### src/hw/rtl/egd_pkg.sv
// egd_pkg: shared codes, widths and defaults for the elevator group dispatcher
`default_nettype none

package egd_pkg;

	// default build size
	localparam int NUM_CARS_DEF   = 3;
	localparam int NUM_FLOORS_DEF = 16;

	// fixed field widths of the request and result words
	localparam int KIND_W  = 2;
	localparam int FLOOR_W = 4;
	localparam int CAR_W   = 2;
	localparam int EVENT_W = 2;

	typedef logic [1:0]         dir_t;
	typedef logic [KIND_W-1:0]  kind_t;
	typedef logic [EVENT_W-1:0] event_t;

	// car travel direction
	localparam dir_t DIR_UP   = 2'd0;
	localparam dir_t DIR_DOWN = 2'd1;
	localparam dir_t DIR_IDLE = 2'd2;

	// request kinds
	localparam kind_t KIND_HALL = 2'd0;
	localparam kind_t KIND_CAR  = 2'd1;
	localparam kind_t KIND_TICK = 2'd2;

	// result events
	localparam event_t EV_ASSIGNED   = 2'd0;
	localparam event_t EV_UNASSIGNED = 2'd1;
	localparam event_t EV_POSITION   = 2'd2;

endpackage

`default_nettype wire

### src/hw/rtl/egd_req_if.sv
// egd_req_if: request channel (hall call, car call or tick)
`default_nettype none

interface egd_req_if
	import egd_pkg::*;
();
	logic               valid;
	logic               ready;
	logic [KIND_W-1:0]  kind;
	logic [FLOOR_W-1:0] floor;
	logic               dir_down;
	logic [CAR_W-1:0]   car;

	modport source (output valid, output kind, output floor, output dir_down, output car,
		input ready);
	modport sink (input valid, input kind, input floor, input dir_down, input car,
		output ready);
endinterface

`default_nettype wire

### src/hw/rtl/egd_res_if.sv
// egd_res_if: result channel (assignment or car position report)
`default_nettype none

interface egd_res_if
	import egd_pkg::*;
();
	logic               valid;
	logic               ready;
	logic [EVENT_W-1:0] event_res;
	logic [CAR_W-1:0]   car_index;
	logic [FLOOR_W-1:0] at_floor;
	logic               stopped;
	logic               last;

	modport source (output valid, output event_res, output car_index, output at_floor,
		output stopped, output last, input ready);
	modport sink (input valid, input event_res, input car_index, input at_floor,
		input stopped, input last, output ready);
endinterface

`default_nettype wire

### src/hw/rtl/elevator_group_dispatcher_top.sv
// elevator_group_dispatcher_top: nearest-car group dispatcher with a one-car-per-cycle scan
//
//  channel | dir | handshake    | word
//  --------+-----+--------------+------------------------------------------
//  req     | in  | valid/ready  | kind, floor, dir_down, car
//  res     | out | valid/ready  | event_res, car_index, at_floor, stopped, last
//
// one car is visited per cycle by a shared compare/step unit under a small sequencer, save
// in a tick; a hall call scans every car then assigns, a car call assigns directly
// tick: each car in turn, each busy car waiting in place for a free output register
// req.ready is high only while idle; one output register decouples res from the sequencer
// arst_n clears all cars to floor 0, idle, no targets
`default_nettype none

module elevator_group_dispatcher_top
	import egd_pkg::*;
#(
	parameter int NUM_CARS   = NUM_CARS_DEF,
	parameter int NUM_FLOORS = NUM_FLOORS_DEF
) (
	input  logic      clk,
	input  logic      arst_n,
	egd_req_if.sink   req,
	egd_res_if.source res
);

	localparam int CW = (NUM_CARS > 1) ? $clog2(NUM_CARS) : 1;
	localparam int FW = $clog2(NUM_FLOORS);
	localparam logic [CW-1:0] LAST_CAR  = CW'(NUM_CARS - 1);
	localparam logic [FW-1:0] TOP_FLOOR = FW'(NUM_FLOORS - 1);

	// sequencer states
	localparam logic [1:0] S_IDLE   = 2'd0;
	localparam logic [1:0] S_SCAN   = 2'd1;
	localparam logic [1:0] S_ASSIGN = 2'd2;
	localparam logic [1:0] S_TICK   = 2'd3;

	// mask of floors at or below flr
	function automatic logic [NUM_FLOORS-1:0] le_mask(input logic [FW-1:0] flr);
		logic [NUM_FLOORS-1:0] m;
		for (int i = 0; i < NUM_FLOORS; i++) begin
			m[i] = (i <= int'(flr));
		end
		return m;
	endfunction

	// direction follows the lowest target: up only if every target lies above the car
	function automatic dir_t dir_of(input logic [NUM_FLOORS-1:0] tgt,
		input logic [FW-1:0] flr);
		dir_t d;
		if (tgt == '0) begin
			d = DIR_IDLE;
		end else if ((tgt & le_mask(flr)) == '0) begin
			d = DIR_UP;
		end else begin
			d = DIR_DOWN;
		end
		return d;
	endfunction

	// car state
	logic [FW-1:0]         car_flr_q [NUM_CARS];
	dir_t                  car_dir_q [NUM_CARS];
	logic [NUM_FLOORS-1:0] car_tgt_q [NUM_CARS];

	// sequencer and scan state
	logic [1:0]    state_q;
	logic [CW-1:0] cnt_q;
	logic          hit_q;
	logic [CW-1:0] best_q;
	logic [FW-1:0] bestd_q;
	logic          idle_hit_q;
	logic [CW-1:0] idle_idx_q;
	logic          ok_q;

	// latched request word
	kind_t            kind_q;
	logic [FW-1:0]    fl_q;
	dir_t             dir_q;
	logic [CAR_W-1:0] car_in_q;

	// output register
	logic               out_valid_q;
	event_t             out_ev_q;
	logic [CAR_W-1:0]   out_idx_q;
	logic [FLOOR_W-1:0] out_flr_q;
	logic               out_stop_q;
	logic               out_last_q;

	logic [FW-1:0]         cur_flr;
	dir_t                  cur_dir;
	logic [NUM_FLOORS-1:0] cur_tgt;
	logic                  cur_busy;
	logic [FW-1:0]         req_fl;
	logic                  serves;
	logic [FW-1:0]         gap;
	logic                  hit_n;
	logic [CW-1:0]         best_n;
	logic                  idle_hit_n;
	logic [CW-1:0]         idle_idx_n;
	logic [NUM_FLOORS-1:0] add_tgt;
	logic [FW-1:0]         nxt_flr;
	logic                  arrive;
	logic [NUM_FLOORS-1:0] tick_tgt;
	logic                  higher_busy;
	logic                  out_free;
	logic                  load;
	logic                  wr_en;
	logic [FW-1:0]         wr_flr;
	logic [NUM_FLOORS-1:0] wr_tgt;
	event_t                ld_ev;
	logic [CAR_W-1:0]      ld_idx;

	// selected car
	assign cur_flr  = car_flr_q[cnt_q];
	assign cur_dir  = car_dir_q[cnt_q];
	assign cur_tgt  = car_tgt_q[cnt_q];
	assign cur_busy = (cur_dir != DIR_IDLE);

	// requested floor, saturated at the top floor
	assign req_fl = (int'(req.floor) > NUM_FLOORS - 1) ? TOP_FLOOR : FW'(req.floor);

	// shared compare unit: does this car serve the call, and how far away is it
	always_comb begin
		serves = (cur_dir == dir_q) &&
			(((dir_q == DIR_UP) && (fl_q > cur_flr)) ||
			((dir_q == DIR_DOWN) && (fl_q < cur_flr)));
		gap = (fl_q > cur_flr) ? (fl_q - cur_flr) : (cur_flr - fl_q);
		hit_n      = hit_q;
		best_n     = best_q;
		idle_hit_n = idle_hit_q;
		idle_idx_n = idle_idx_q;
		if (serves && (!hit_q || (gap < bestd_q))) begin
			hit_n  = 1'b1;
			best_n = cnt_q;
		end
		if (!idle_hit_q && !cur_busy) begin
			idle_hit_n = 1'b1;
			idle_idx_n = cnt_q;
		end
	end

	// new target set for a call; the car's own floor is never recorded
	always_comb begin
		add_tgt = cur_tgt;
		if (fl_q != cur_flr) begin
			add_tgt[fl_q] = 1'b1;
		end
	end

	// one floor step for a busy car, saturating at both ends
	always_comb begin
		nxt_flr = cur_flr;
		if ((cur_dir == DIR_UP) && (cur_flr != TOP_FLOOR)) begin
			nxt_flr = cur_flr + FW'(1);
		end else if ((cur_dir == DIR_DOWN) && (cur_flr != '0)) begin
			nxt_flr = cur_flr - FW'(1);
		end
		arrive   = cur_tgt[nxt_flr];
		tick_tgt = cur_tgt;
		tick_tgt[nxt_flr] = 1'b0;
	end

	// any busy car after the current one still to report
	always_comb begin
		higher_busy = 1'b0;
		for (int c = 0; c < NUM_CARS; c++) begin
			if ((c > int'(cnt_q)) && (car_dir_q[c] != DIR_IDLE)) begin
				higher_busy = 1'b1;
			end
		end
	end

	// output load and car write
	assign out_free = !out_valid_q || res.ready;
	assign load     = out_free && ((state_q == S_ASSIGN) || ((state_q == S_TICK) && cur_busy));
	assign wr_en    = load && ((state_q == S_TICK) || ok_q);
	assign wr_flr   = (state_q == S_TICK) ? nxt_flr : cur_flr;
	assign wr_tgt   = (state_q == S_TICK) ? tick_tgt : add_tgt;

	// result word for the current load
	always_comb begin
		ld_ev  = EV_POSITION;
		ld_idx = CAR_W'(cnt_q);
		if (state_q == S_ASSIGN) begin
			ld_ev = ok_q ? EV_ASSIGNED : EV_UNASSIGNED;
			if (kind_q == KIND_CAR) begin
				ld_idx = car_in_q;
			end else if (!ok_q) begin
				ld_idx = '0;
			end
		end
	end

	// sequencer
	always_ff @(posedge clk or negedge arst_n) begin
		if (!arst_n) begin
			state_q    <= S_IDLE;
			cnt_q      <= '0;
			hit_q      <= 1'b0;
			best_q     <= '0;
			bestd_q    <= '0;
			idle_hit_q <= 1'b0;
			idle_idx_q <= '0;
			ok_q       <= 1'b0;
		end else begin
			case (state_q)
				S_IDLE: begin
					if (req.valid) begin
						case (req.kind)
							KIND_HALL: begin
								cnt_q      <= '0;
								hit_q      <= 1'b0;
								idle_hit_q <= 1'b0;
								state_q    <= S_SCAN;
							end
							KIND_CAR: begin
								if (int'(req.car) < NUM_CARS) begin
									cnt_q <= CW'(req.car);
									ok_q  <= 1'b1;
								end else begin
									ok_q  <= 1'b0;
								end
								state_q <= S_ASSIGN;
							end
							KIND_TICK: begin
								cnt_q   <= '0;
								state_q <= S_TICK;
							end
							default: begin
							end
						endcase
					end
				end
				S_SCAN: begin
					hit_q      <= hit_n;
					best_q     <= best_n;
					idle_hit_q <= idle_hit_n;
					idle_idx_q <= idle_idx_n;
					if (serves && (!hit_q || (gap < bestd_q))) begin
						bestd_q <= gap;
					end
					if (cnt_q == LAST_CAR) begin
						ok_q    <= hit_n || idle_hit_n;
						cnt_q   <= hit_n ? best_n : idle_idx_n;
						state_q <= S_ASSIGN;
					end else begin
						cnt_q <= cnt_q + CW'(1);
					end
				end
				S_ASSIGN: begin
					if (out_free) begin
						state_q <= S_IDLE;
					end
				end
				S_TICK: begin
					if (!cur_busy || out_free) begin
						if (cnt_q == LAST_CAR) begin
							state_q <= S_IDLE;
						end else begin
							cnt_q <= cnt_q + CW'(1);
						end
					end
				end
				default: begin
					state_q <= S_IDLE;
				end
			endcase
		end
	end

	// car state update
	always_ff @(posedge clk or negedge arst_n) begin
		if (!arst_n) begin
			for (int c = 0; c < NUM_CARS; c++) begin
				car_flr_q[c] <= '0;
				car_dir_q[c] <= DIR_IDLE;
				car_tgt_q[c] <= '0;
			end
		end else if (wr_en) begin
			car_flr_q[cnt_q] <= wr_flr;
			car_tgt_q[cnt_q] <= wr_tgt;
			car_dir_q[cnt_q] <= dir_of(wr_tgt, wr_flr);
		end
	end

	// request latch
	always_ff @(posedge clk) begin
		if ((state_q == S_IDLE) && req.valid) begin
			kind_q   <= req.kind;
			fl_q     <= req_fl;
			dir_q    <= req.dir_down ? DIR_DOWN : DIR_UP;
			car_in_q <= req.car;
		end
	end

	// output register valid
	always_ff @(posedge clk or negedge arst_n) begin
		if (!arst_n) begin
			out_valid_q <= 1'b0;
		end else if (load) begin
			out_valid_q <= 1'b1;
		end else if (res.ready) begin
			out_valid_q <= 1'b0;
		end
	end

	// output register word
	always_ff @(posedge clk) begin
		if (load) begin
			out_ev_q   <= ld_ev;
			out_idx_q  <= ld_idx;
			out_flr_q  <= FLOOR_W'((state_q == S_TICK) ? nxt_flr : fl_q);
			out_stop_q <= (state_q == S_TICK) && arrive;
			out_last_q <= (state_q == S_ASSIGN) || !higher_busy;
		end
	end

	assign req.ready     = (state_q == S_IDLE);
	assign res.valid     = out_valid_q;
	assign res.event_res = out_ev_q;
	assign res.car_index = out_idx_q;
	assign res.at_floor  = out_flr_q;
	assign res.stopped   = out_stop_q;
	assign res.last      = out_last_q;

	// scan index stays within the car range
	a_cnt_range: assert property (@(posedge clk) disable iff (!arst_n)
		int'(cnt_q) <= NUM_CARS - 1)
		else $error("car index out of range");

	// the selected car is idle exactly when it has no targets
	a_idle_tgt: assert property (@(posedge clk) disable iff (!arst_n)
		(car_dir_q[cnt_q] == DIR_IDLE) == (car_tgt_q[cnt_q] == '0))
		else $error("direction disagrees with target set");

	// the selected car keeps no target at its own floor
	a_no_self_tgt: assert property (@(posedge clk) disable iff (!arst_n)
		car_tgt_q[cnt_q][car_flr_q[cnt_q]] == 1'b0)
		else $error("target left at current floor");

	// stop flag only rides on position reports
	a_stop_pos: assert property (@(posedge clk) disable iff (!arst_n)
		res.valid && res.stopped |-> res.event_res == EV_POSITION)
		else $error("stop flag on a call result");

	// a call result is always the final word of its request
	a_call_last: assert property (@(posedge clk) disable iff (!arst_n)
		load && (state_q == S_ASSIGN) |=> out_last_q)
		else $error("call result not marked last");

endmodule

`default_nettype wire
### src/flat_wrapper.sv
// flat-port wrapper written by rule: the top's interface ports become plain ports
module elevator_group_dispatcher_top_flat import egd_pkg::*;
#(
	parameter int NUM_CARS   = NUM_CARS_DEF,
	parameter int NUM_FLOORS = NUM_FLOORS_DEF
)
  (clk, arst_n, req_valid, req_kind, req_floor, req_dir_down, req_car, req_ready, res_valid, res_event_res, res_car_index, res_at_floor, res_stopped, res_last, res_ready);
  egd_req_if req_i ();
  egd_res_if res_i ();
  input  logic clk;
  input  logic arst_n;
  input wire logic [$bits(req_i.valid)-1:0] req_valid;
  input wire logic [$bits(req_i.kind)-1:0] req_kind;
  input wire logic [$bits(req_i.floor)-1:0] req_floor;
  input wire logic [$bits(req_i.dir_down)-1:0] req_dir_down;
  input wire logic [$bits(req_i.car)-1:0] req_car;
  output wire logic [$bits(req_i.ready)-1:0] req_ready;
  output wire logic [$bits(res_i.valid)-1:0] res_valid;
  output wire logic [$bits(res_i.event_res)-1:0] res_event_res;
  output wire logic [$bits(res_i.car_index)-1:0] res_car_index;
  output wire logic [$bits(res_i.at_floor)-1:0] res_at_floor;
  output wire logic [$bits(res_i.stopped)-1:0] res_stopped;
  output wire logic [$bits(res_i.last)-1:0] res_last;
  input wire logic [$bits(res_i.ready)-1:0] res_ready;
  assign req_i.valid = req_valid;
  assign req_i.kind = req_kind;
  assign req_i.floor = req_floor;
  assign req_i.dir_down = req_dir_down;
  assign req_i.car = req_car;
  assign req_ready = req_i.ready;
  assign res_valid = res_i.valid;
  assign res_event_res = res_i.event_res;
  assign res_car_index = res_i.car_index;
  assign res_at_floor = res_i.at_floor;
  assign res_stopped = res_i.stopped;
  assign res_last = res_i.last;
  assign res_i.ready = res_ready;
  elevator_group_dispatcher_top #(.NUM_CARS(NUM_CARS), .NUM_FLOORS(NUM_FLOORS)) u_core (.clk(clk), .arst_n(arst_n), .req(req_i), .res(res_i));
endmodule
### config.mk
export PLATFORM = sky130hd
export DESIGN_NAME = elevator_group_dispatcher_top_flat
export DESIGN_NICKNAME = d
export VERILOG_FILES = /design/src/hw/rtl/egd_pkg.sv /design/src/hw/rtl/egd_req_if.sv /design/src/hw/rtl/egd_res_if.sv /design/src/hw/rtl/elevator_group_dispatcher_top.sv /design/src/flat_wrapper.sv
export SDC_FILE = /design/constraint.sdc
export NUM_CORES = 1
export LEC_CHECK = 0
export BUFFER_PORTS_ARGS = -buffer_cell sky130_fd_sc_hd__buf_4
export CAP_MARGIN = 40
export CORE_UTILIZATION = 57
export CTS_CLUSTER_DIAMETER = 150
export DETAILED_ROUTE_END_ITERATION = 7
export PLACE_DENSITY = 0.77
export SLEW_MARGIN = 5
export SYNTH_ARGS = -nofsm -noshare
export SYNTH_HDL_FRONTEND = slang
export SYNTH_SLANG_ARGS = --single-unit
### constraint.sdc
create_clock -name clk -period 4.36 [get_ports clk]
set_clock_uncertainty 0.15 [all_clocks]
set_input_delay 0.436 -clock clk [delete_from_list [all_inputs] [get_ports clk]]
set_output_delay 0.436 -clock clk [all_outputs]
set_load 0.005 [all_outputs]
==> results of run 1 <==
[metal layers]
metal / vias up / wire, um / global-route usage
li1: 2661 / - / -
met1: 2840 / 8202 / 0.4650
met2: 300 / 8805 / 0.5403
met3: 49 / 1594 / 0.06961
met4: 0 / 702 / 0.1663
met5: - / 0 / 0
[metrics by stage]
step	setup slack, ns	util	power, mW	TNS (ns)
final	0.09608	0.6762	5.733	0
after global routing	-0.07011	0.6762	6.088	-0.08437
after CTS	0.01374	0.6685	5.549	0
after detailed placement	-0.03975	0.6459	4.885	-0.07039
after global placement	0.09185	0.6434	4.813	0
after floorplan	0.02892	-	3.765	0
[worst reg2reg max path: cells and delay by family, from the launching register on]
kind,cells,cell delay (ns)
flops,1,0.44
buf+inv,5,0.76
mux,1,0.33
simple gates,4,0.94
fa+ha+maj,1,0.21
compound gates,6,1.30
[cell families after synthesis]
logic type / Yosys count / synth area share
AND/OR/NAND/NOR: 233 / 0.1681
AO/OA/AOI/OAI: 221 / 0.2406
flip-flops: 101 / 0.4123
buffers and inverters: 61 / 0.04518
multiplexers: 49 / 0.08328
adder cells (fa/ha/maj): 21 / 0.04361
XOR/XNOR: 5 / 0.006875
[cells in the mapped netlist (4+ instances only)]
cell type	instances	area share
buf_2	5	0.0039
buf_6	6	0.011
edfxtp_1	19	0.090
a21o_1	7	0.0082
o41ai_1	4	0.0055
o31ai_1	7	0.0082
inv_2	4	0.0024
and2_1	8	0.0079
nor2_1	42	0.025
dfrtp_1	79	0.31
o21ai_0	76	0.060
nand2_1	114	0.067
mux2_2	19	0.034
a2bb2oi_2	4	0.0094
o21a_1	5	0.0059
clkbuf_1	23	0.014
a211oi_1	7	0.0082
a21oi_1	32	0.025
nand3_1	16	0.013
a31oi_1	10	0.0098
ha_1	19	0.037
nor4_1	4	0.0039
mux2i_1	24	0.038
inv_1	21	0.012
o31a_1	4	0.0055
nor3_1	13	0.010
nand2b_1	5	0.0049
o211ai_1	8	0.0094
xnor2_1	4	0.0055
[power by group]
part           leakage, nW  internal (mW)  switching, mW
clock                0.105          0.233          0.389
sequential            1.27           1.33          0.236
combinational         1.86           1.43           2.11
total                 3.23           3.00           2.74
[final cells by class]
cell class                 instances  share of cell area
multi-input combinational        529              0.4840
sequential                       101              0.3584
timing repair buffer              87             0.09217
tap                              140             0.02389
clock buffer                       9             0.01690
inverter                          25             0.01280
clock inverter                     7             0.01178
[registers in the layout (all words and copies together) (netlist names), 4 cells and up]
| register | cells |
|---|---|
| u_core.fl_q | 4 |
| u_core.car_dir_q | 6 |
| u_core.car_flr_q | 12 |
| u_core.res.at_floor | 4 |
| u_core.car_tgt_q | 48 |
| u_core.bestd_q | 4 |
[worst min-delay path by stage]
stage	startpoint	end	slack (ns)	cells past startpoint
global route	req_floor[1]	u_core.fl_q[1]	0.04	1
CTS	req_floor[1]	u_core.fl_q[1]	0.04	1
floorplan	arst_n	u_core.best_q[0]	-0.01	0
detailed placement	arst_n	u_core.car_flr_q[11]	0.26	1
finish	req_dir_down	u_core.dir_q[0]	0.05	1
global placement	u_core.car_tgt_q[17]	u_core.car_tgt_q[17]	0.31	2
[what timing repair did]
| action | 4_1_cts | 5_1_grt |
|---|---|---|
| hold endpoints to repair | 30 | 0 |
| setup buffers | 0 | 2 |
| pin swaps | 0 | 9 |
| hold buffers | 1 | 0 |
| resized for setup | 5 | 17 |
| setup endpoints to repair | 4 | 11 |
==> impl_metrics.yaml, run 1 <==
setup_path:
  crit_buf_inv: 5
  rrSetupSlack_ns: 0.1
  path_max_fanout: 6
  worstSetupPathType: "flip-flop to flip-flop"
  worst_path_most_repeated_cell: "buf_4"
  cp_cell_sequence: "and2b_4 > buf_4 > a2bb2oi_4 > inv_2 > ha_1 > buf_4 > a32oi_2 > buf_4 > o211ai_2 > mux2_4 > o32ai_1 > buf_4 > a31oi_1 > nor3_1 > nand3_1 > and4b_2 > a211oi_1"
  crit_arrival_ns: 4.37
  reg2regPathDepth: 17
  startpoint: "u_core.cnt_q[1]"
  endpoint: "u_core.car_dir_q[4]"
  r2r-end: "u_core.car_dir_q[4]"
  max_stage_delay_ns: 0.44
  rr_startpoint: "u_core.cnt_q[1]"
  worst_setup_path_start_kind: "flip-flop"
  cp_slowest_cell: "dfrtp_2"
  crit_cells: 17
  critical_path.top_delay_family: "compound AO/OA/AOI/OAI gates"
  cp_data_required_time_ns: 4.47
  cp-end-kind: "flip-flop"
layout:
  final_cell_mix: "114 x nand2_1, 85 x buf_4, 78 x dfrtp_1"
  area_growth_syn_to_layout_pct: 15.09
  mostFrequentLayoutCell: "nand2_1"
  stdcell_area_um2: 7331
  drive_above_1_share: 0.2282
  seqCellArea_um2: 2628
  fillCellCount: 866
  stdcell_count: 898
  antenna_cells: 0
  multi_input_area_um2: 3548
  num-nets-final: 787
cts:
  cts_made_buffers: 9
  clockBufferDepth: 2
  worstSkewPairLatency_ns: 0.40
  cts_tree: "yes"
  cts.sinks: 101
  cts_root_buffer: "clkbuf_8"
  clkSlewWorstSetupHoldPaths_ns: 0.11
  cts.htree.levels: 3
global_routing:
  grt_pass1_vias: 5598
  track_usage: 0.3481
  grt_first_pass_wirelength_um: 29950
  antenna_found_initial: 0
  grt_max_degree: 53
  overflow: 0
synth:
  async_flop_share: 0.8119
  synth_edf_count: 19
  synth_ff_type: "dfrtp_1"
  ys_seq_area_frac: 0.4123
  avgSynthCellArea_um2: 9.218
  netlist_instances: 691
  synth_area_um2: 6370
  ys_seq_elements: 101
  yosysWarnings: 0
  synth_fp_nets: 725
  ys_types: 87
placed_design:
  place_inst: 879
  hpwl_um: 14390
  io_buffers: 24
  placed_cell_area_um2: 7002
  place.gp.congestion: 0.9927
detailed_routing:
  dr.pass1.iters: 5
  drc: 0
  ant_nets: 0
  vias: 5850
  wl_um: 19310
  wl_per_cell_um: 21.50
  viasPerCell: 6.514
  drt_iter0_drc: 575
floorplan:
  start_util: 0.5876
  core_um2: 10840
  die_y_um: 107.7
  die_w_um: 107.7
  pin_count: 25
  die_area_um2: 11600
  rows: 38
status:
  outcome: "completed"
sta:
  drv_slew: 0
  finalCritPeriodShare: 0.9780
  rsz0062_at_grt: "true"
  finalSetupViolCount: 0
  worst_pin_slew_ns: 0.7091
  min_period_ns: 4.264
  clock.fmax_mhz: 234.5
  slew_headroom: 0.5223
  hold_violations: 0
  whs_ns: 0.05089
min_path:
  hold_path.class: "primary input to flip-flop"
pwr:
  p_leak_nw: 3.230
  ir_drop_uv: 460.7
  pwr_density_cell_nw_per_um2: 782.1
run:
  maxCapViolCount: 0
Power figures use the tool's default switching activity.
==> run 2, diff against run 1 <==
Settings changed: ABC_CLOCK_PERIOD_IN_PS set to 4360, BUFFER_PORTS_ARGS -buffer_cell sky130_fd_sc_hd__buf_4 to unset, CORE_MARGIN set to 1.5, CORE_UTILIZATION 57 to 58, DONT_BUFFER_PORTS set to 1, PLACE_DENSITY 0.77 to 0.76.
==> run 2 against run 1 <==
  * Wire length rose by 1.8%
  * Cell count down 0.78%
  * Total power up 2.9%
  * Hold slack better by 0.036 ns
  * Die area rose by 0.16%
  * Global-route usage decreased by 0.26 points
  * Non-clock buffer count down 7
  * Design area rose by 1.7%
  * Sequential power is essentially flat
  * Combinational power grew 3%
  * Highest routed layer unchanged
==> impl_metrics.yaml, run 2 (synthesis results as in run 1) <==
setup_path:
  startpoint: "u_core.cnt_q[1]"
  cp_data_required_time_ns: 4.38
  path_max_fanout: 5
  rr_startpoint: "u_core.cnt_q[1]"
  rrSetupSlack_ns: 0.03
  reg2regPathDepth: 15
  worst_setup_path_start_kind: "flip-flop"
  worstSetupPathType: "flip-flop to flip-flop"
  r2r-end: "u_core.res.stopped"
  cp-end-kind: "flip-flop"
  crit_arrival_ns: 4.35
layout:
  num-nets-final: 780
  mostFrequentLayoutCell: "nand2_1"
  largest_reg_flops: 48
  drive_above_1_share: 0.2264
  reg.largest.list: "u_core.car_tgt_q (48), u_core.car_flr_q (12), u_core.car_dir_q (6)"
  stdcell_count: 891
  fillCellCount: 817
  antenna_cells: 0
  area_growth_syn_to_layout_pct: 17.07
  top_register: "u_core.car_tgt_q"
  final_cell_mix: "114 x nand2_1, 77 x dfrtp_1, 75 x o21ai_0"
min_path:
  hold_start: "res_ready"
  whs_endpoint: "u_core.res.valid"
  hold_path.class: "primary input to flip-flop"
  whs_path_depth: 2
floorplan:
  rows: 38
  die_area_um2: 11620
  pin_count: 25
  start_util: 0.5902
  die_w_um: 107.8
  core_um2: 10790
  die_y_um: 107.8
pwr:
  p_sw_mw: 2.787
  ir_drop_uv: 397.7
  seq_power_share: 0.264
  combPwrFrac: 0.621
  p_leak_nw: 3.232
  power_frac_clock: 0.116
  intPower_mw: 3.115
  pwr_density_cell_nw_per_um2: 791.4
  switching_share: 0.4722
global_routing:
  antenna_found_initial: 0
  track_usage: 0.3455
  grt_pass1_vias: 5497
  grt_max_degree: 83
  overflow: 0
  grt_first_pass_wirelength_um: 29900
sta:
  finalCritPeriodShare: 0.9921
  rsz0062_at_grt: "true"
  min_period_ns: 4.326
  drv_slew: 0
  clock.fmax_mhz: 231.2
  slew_headroom: 0.5548
  hold_violations: 0
  whs_ns: 0.08676
  setup_tns_ns: 0
  worst_pin_slew_ns: 0.6594
  worst_slack_ns: 0.03449
  finalSetupViolCount: 0
run:
  maxCapViolCount: 0
detailed_routing:
  wl_um: 19660
  drc: 0
  ant_nets: 0
  dr_wl_met2_um: 8998
  wl_met1_um: 8486
  drt_iter0_drc: 549
  viasPerCell: 6.535
  wl_per_cell_um: 22.07
  dr.pass1.iters: 8
  vias: 5823
  dr_wl_met3_um: 1564
  highest_layer: "met4"
cts:
  cts_made_buffers: 9
  cts_tree: "yes"
  cts.htree.levels: 3
  worstSkewPairLatency_ns: 0.40
  clockBufferDepth: 2
  cts_root_buffer: "clkbuf_8"
  cts.sinks: 101
  clkSlewWorstSetupHoldPaths_ns: 0.10
placed_design:
  place_inst: 855
  io_buffers: 0
  hpwl_um: 14110
  place.gp.congestion: 1.037
  place_ws_ns: -0.09298
status:
  outcome: "completed"
-- run 2: cell types whose count changed in the layout (fill, tap and decap cells not counted), moves of 3 or more --
cell and delta:
buf_4 -18, dlygate4sd3_1 +9, nor4_1 -3, nor4_2 +3
-- run 2: worst max-delay path: stages, from the launching register on --
cell       delay [ns]
dfrtp_2          0.48
buf_4            0.15
mux2i_2          0.25
a2bb2oi_4        0.23
buf_4            0.18
ha_1             0.17
inv_1            0.10
a221oi_2         0.26
a21oi_1          0.21
mux2i_1          0.32
nor3_1           0.08
a31oi_1          0.35
o22ai_1          0.22
a2111oi_0        0.42
a311oi_1         0.11
a211oi_1         0.40
-- run 2: layout make-up --
class / instances / area, um^2 / share of cell area
clock buffers: 9 / 123.9 / 0.01661
clock inverters: 7 / 96.34 / 0.01292
inverters: 25 / 93.84 / 0.01258
multi-input cells: 529 / 3679 / 0.4933
flip-flops and latches: 101 / 2629 / 0.3525
well taps: 140 / 175.2 / 0.02349
repair buffers: 80 / 660.6 / 0.08859
-- run 2: routing by layer --
layer  track usage  up-vias
li1              -     2637
met1        0.4662     2850
met4        0.1466        0
met2        0.5446      289
met5             0        -
met3       0.06416       47
-- run 2: stage by stage --
| stage | power (mW) | cell area (um^2) | utilization |
|---|---|---|---|
| final | 5.902 | 7457 | 0.6909 |
| after global routing | 6.260 | 7457 | 0.6909 |
| after CTS | 5.500 | 7178 | 0.6651 |
| after detailed placement | 4.774 | 6809 | 0.6309 |
| after global placement | 4.709 | 6787 | 0.6288 |
| after floorplan | 3.765 | 6370 | - |
-- run 2: how the worst max path moves through the flow --
stage / endpoint / slack, ns / cells past startpoint
after global routing: u_core.cnt_q[1] / -0.09 / 21
after CTS: u_core.cnt_q[1] / 0.02 / 21
after global placement: u_core.car_dir_q[4] / 0.04 / 14
after floorplan: u_core.cnt_q[0] / 0.03 / 21
after detailed placement: u_core.cnt_q[0] / -0.09 / 20
final: u_core.res.stopped / 0.03 / 15
-- run 2: what timing repair did --
item | CTS | global route
pin swaps | 0 | 17
hold endpoints to repair | 91 | 0
endpoints found under the setup margin | 3 | 12
cloned | 0 | 0
setup buffers | 0 | 9
gates resized for setup | 5 | 40
hold buffers | 11 | 0
-- run 2: power groups by stage --
stage,Combinational (mW),Sequential (mW),Clock [mW]
final,3.66,1.56,0.684
after global routing,3.96,1.59,0.711
after CTS,3.28,1.54,0.685
after detailed placement,3.22,1.55,0
after global placement,3.17,1.54,0
after floorplan,2.27,1.49,0
==> run 3, diff against run 2 <==
Settings changed: ABC_CLOCK_PERIOD_IN_PS 4360 to 5300, CORE_UTILIZATION 58 to 65, PLACE_DENSITY 0.76 to 0.81, TNS_END_PERCENT set to 1.
Clock period 4.36 ns to 5.3 ns, I/O delays scaled along.
==> run 3 against run 2 <==
  * First-iteration DRC count decreased by 11%
  * Setup slack improved by 0.38 ns
  * Clock-buffer cell count rose by 1
  * Design area shrank 9.5%
  * Die area is 10% lower
  * Cell count decreased by 7.9%
  * Clock power shrank 24%
  * Critical path depth up 6
  * Utilization is 2.9 points higher
  * Non-clock buffer count shrank 59
  * Largest cell class unchanged
==> impl_metrics.yaml, run 3 (synthesis results as in run 1) <==
layout:
  area_growth_syn_to_layout_pct: 5.912
  reg.largest.list: "u_core.car_tgt_q (48), u_core.car_flr_q (12), u_core.car_dir_q (6)"
  fin_util: 0.7199
  drive_above_1_share: 0.1315
  largest_reg_flops: 48
  mostFrequentLayoutCell: "nand2_1"
  final_cell_mix: "114 x nand2_1, 79 x dfrtp_1, 76 x o21ai_0"
  antenna_cells: 0
  num-nets-final: 721
  top_register: "u_core.car_tgt_q"
  stdcell_count: 821
cts:
  postCtsSetupRepairBufs: 0
  clockBufferDepth: 2
  cts_root_buffer: "clkbuf_8"
  clkSlewWorstSetupHoldPaths_ns: 0.11
  cts-resized-gates: 0
  cts.sinks: 101
  cts_made_buffers: 9
  ctsHoldBuffers: 2
  cts.htree.levels: 3
  worstSkewPairLatency_ns: 0.38
  cts_tree: "yes"
sta:
  worst_slack_ns: 0.4117
  rsz0062_at_grt: "false"
  worst_pin_slew_ns: 0.9126
  setup_tns_ns: 0
  finalSetupViolCount: 0
  clock.fmax_mhz: 204.6
  slew_headroom: 0.3872
  hold_violations: 0
  whs_ns: 0.08254
  min_period_ns: 4.888
  finalCritPeriodShare: 0.9223
  drv_slew: 0
min_path:
  hold_path.class: "primary input to flip-flop"
setup_path:
  worst_setup_path_start_kind: "flip-flop"
  cp-end-kind: "flip-flop"
  worstSetupPathType: "flip-flop to flip-flop"
  cp_data_required_time_ns: 5.40
  path_max_fanout: 11
  crit_arrival_ns: 4.99
pwr:
  pwr_density_cell_nw_per_um2: 648.1
  combPwrFrac: 0.584
  ir_drop_uv: 393.4
  switching_share: 0.4842
  p_leak_nw: 2.894
  seq_power_share: 0.296
  p_sw_mw: 2.117
  intPower_mw: 2.255
  power_frac_clock: 0.119
detailed_routing:
  ant_nets: 0
  wl_um: 18000
  drt_iter0_drc: 487
  dr.pass1.iters: 6
  wl_per_cell_um: 21.93
  vias: 5649
  drc: 0
  viasPerCell: 6.881
run:
  maxCapViolCount: 0
status:
  outcome: "completed"
floorplan:
  rows: 35
  die_area_um2: 10400
  die_y_um: 102.0
  pin_count: 25
  start_util: 0.6797
  die_w_um: 102.0
  core_um2: 9371
global_routing:
  track_usage: 0.3609
  grt_max_degree: 83
  grt_pass1_vias: 5442
  grt_first_pass_wirelength_um: 28550
  overflow: 0
  antenna_found_initial: 0
placed_design:
  place_inst: 803
  place_ws_ns: 0.5215
  place.gp.congestion: 1.089
  hpwl_um: 13380
  io_buffers: 0
==> run 3: cell count changes in the layout (fill, tap and decap cells not counted), moves of 3 or more <==
cell	change
ha_1	+3
o41ai_1	+3
buf_4	-50
nor4_1	+3
dlygate4sd3_1	-9
o41ai_2	-3
nor4_2	-3
==> run 3: area by class of cell <==
cell class	count	area, um^2
tap	129	161.4
timing repair buffer	21	195.2
fill	698	2625
sequential	101	2626
inverter	25	93.84
clock inverter	6	76.32
multi-input combinational	529	3456
clock buffer	10	137.6
==> run 3: per-stage QoR <==
stage	total power [mW]	cell area [um^2]
final	4.372	6746
after global routing	4.647	6746
after detailed placement	3.757	6495
after floorplan	3.098	6370
after global placement	3.691	6457
after CTS	4.295	6746
==> run 3: path summary, 6_finish.rpt <==
| kind | start | to | slack [ns] | cells past startpoint |
|---|---|---|---|---|
| setup / recovery | u_core.cnt_q[1] | u_core.cnt_q[0] | 0.41 | 21 |
| hold / removal | req_kind[1] | u_core.kind_q[1] | 0.08 | 0 |
| setup reg to reg | u_core.cnt_q[1] | u_core.cnt_q[0] | 0.41 | 21 |
| hold reg to reg | u_core.car_tgt_q[1] | u_core.car_tgt_q[1] | 0.33 | 2 |
| max in group asynchronous | arst_n | u_core.car_dir_q[3] | 4.06 | 2 |
| min in group asynchronous | arst_n | u_core.state_q[1] | 0.60 | 2 |
==> run 3: critical path, cell delays in order, from the launching register on <==
cell	delay, ns
dfrtp_1	0.45
buf_4	0.27
mux2i_1	0.24
a2bb2oi_2	0.19
inv_2	0.11
ha_1	0.21
inv_1	0.10
fa_1	0.21
a21o_1	0.13
a21oi_1	0.10
nor2_1	0.28
mux2_2	0.40
ha_1	0.28
a21boi_0	0.17
o21a_1	0.13
o21a_1	0.10
o21ai_0	0.06
and2_1	0.20
a21oi_1	0.17
nor2_1	0.06
o311a_1	0.36
o41ai_1	0.41
==> run 3: power by group through the flow <==
| stage | Sequential, mW | Clock, mW | Combinational [mW] |
|---|---|---|---|
| 4_1_cts | 1.29 | 0.527 | 2.48 |
| 5_1_grt | 1.33 | 0.552 | 2.77 |
| 2_1_floorplan | 1.23 | 0 | 1.87 |
| 3_5_place_dp | 1.31 | 0 | 2.45 |
| 6_report | 1.30 | 0.522 | 2.56 |
| 3_3_place_gp | 1.29 | 0 | 2.40 |
==> run 3: routing by layer <==
layer  GRT usage  vias to the layer above  part of all wire
li1            -                     2531                 -
met1      0.4756                     2698              0.41
met2      0.5650                      345              0.45
met3     0.07934                       75             0.089
met4      0.1791                        0             0.046
met5           0                        -                 0
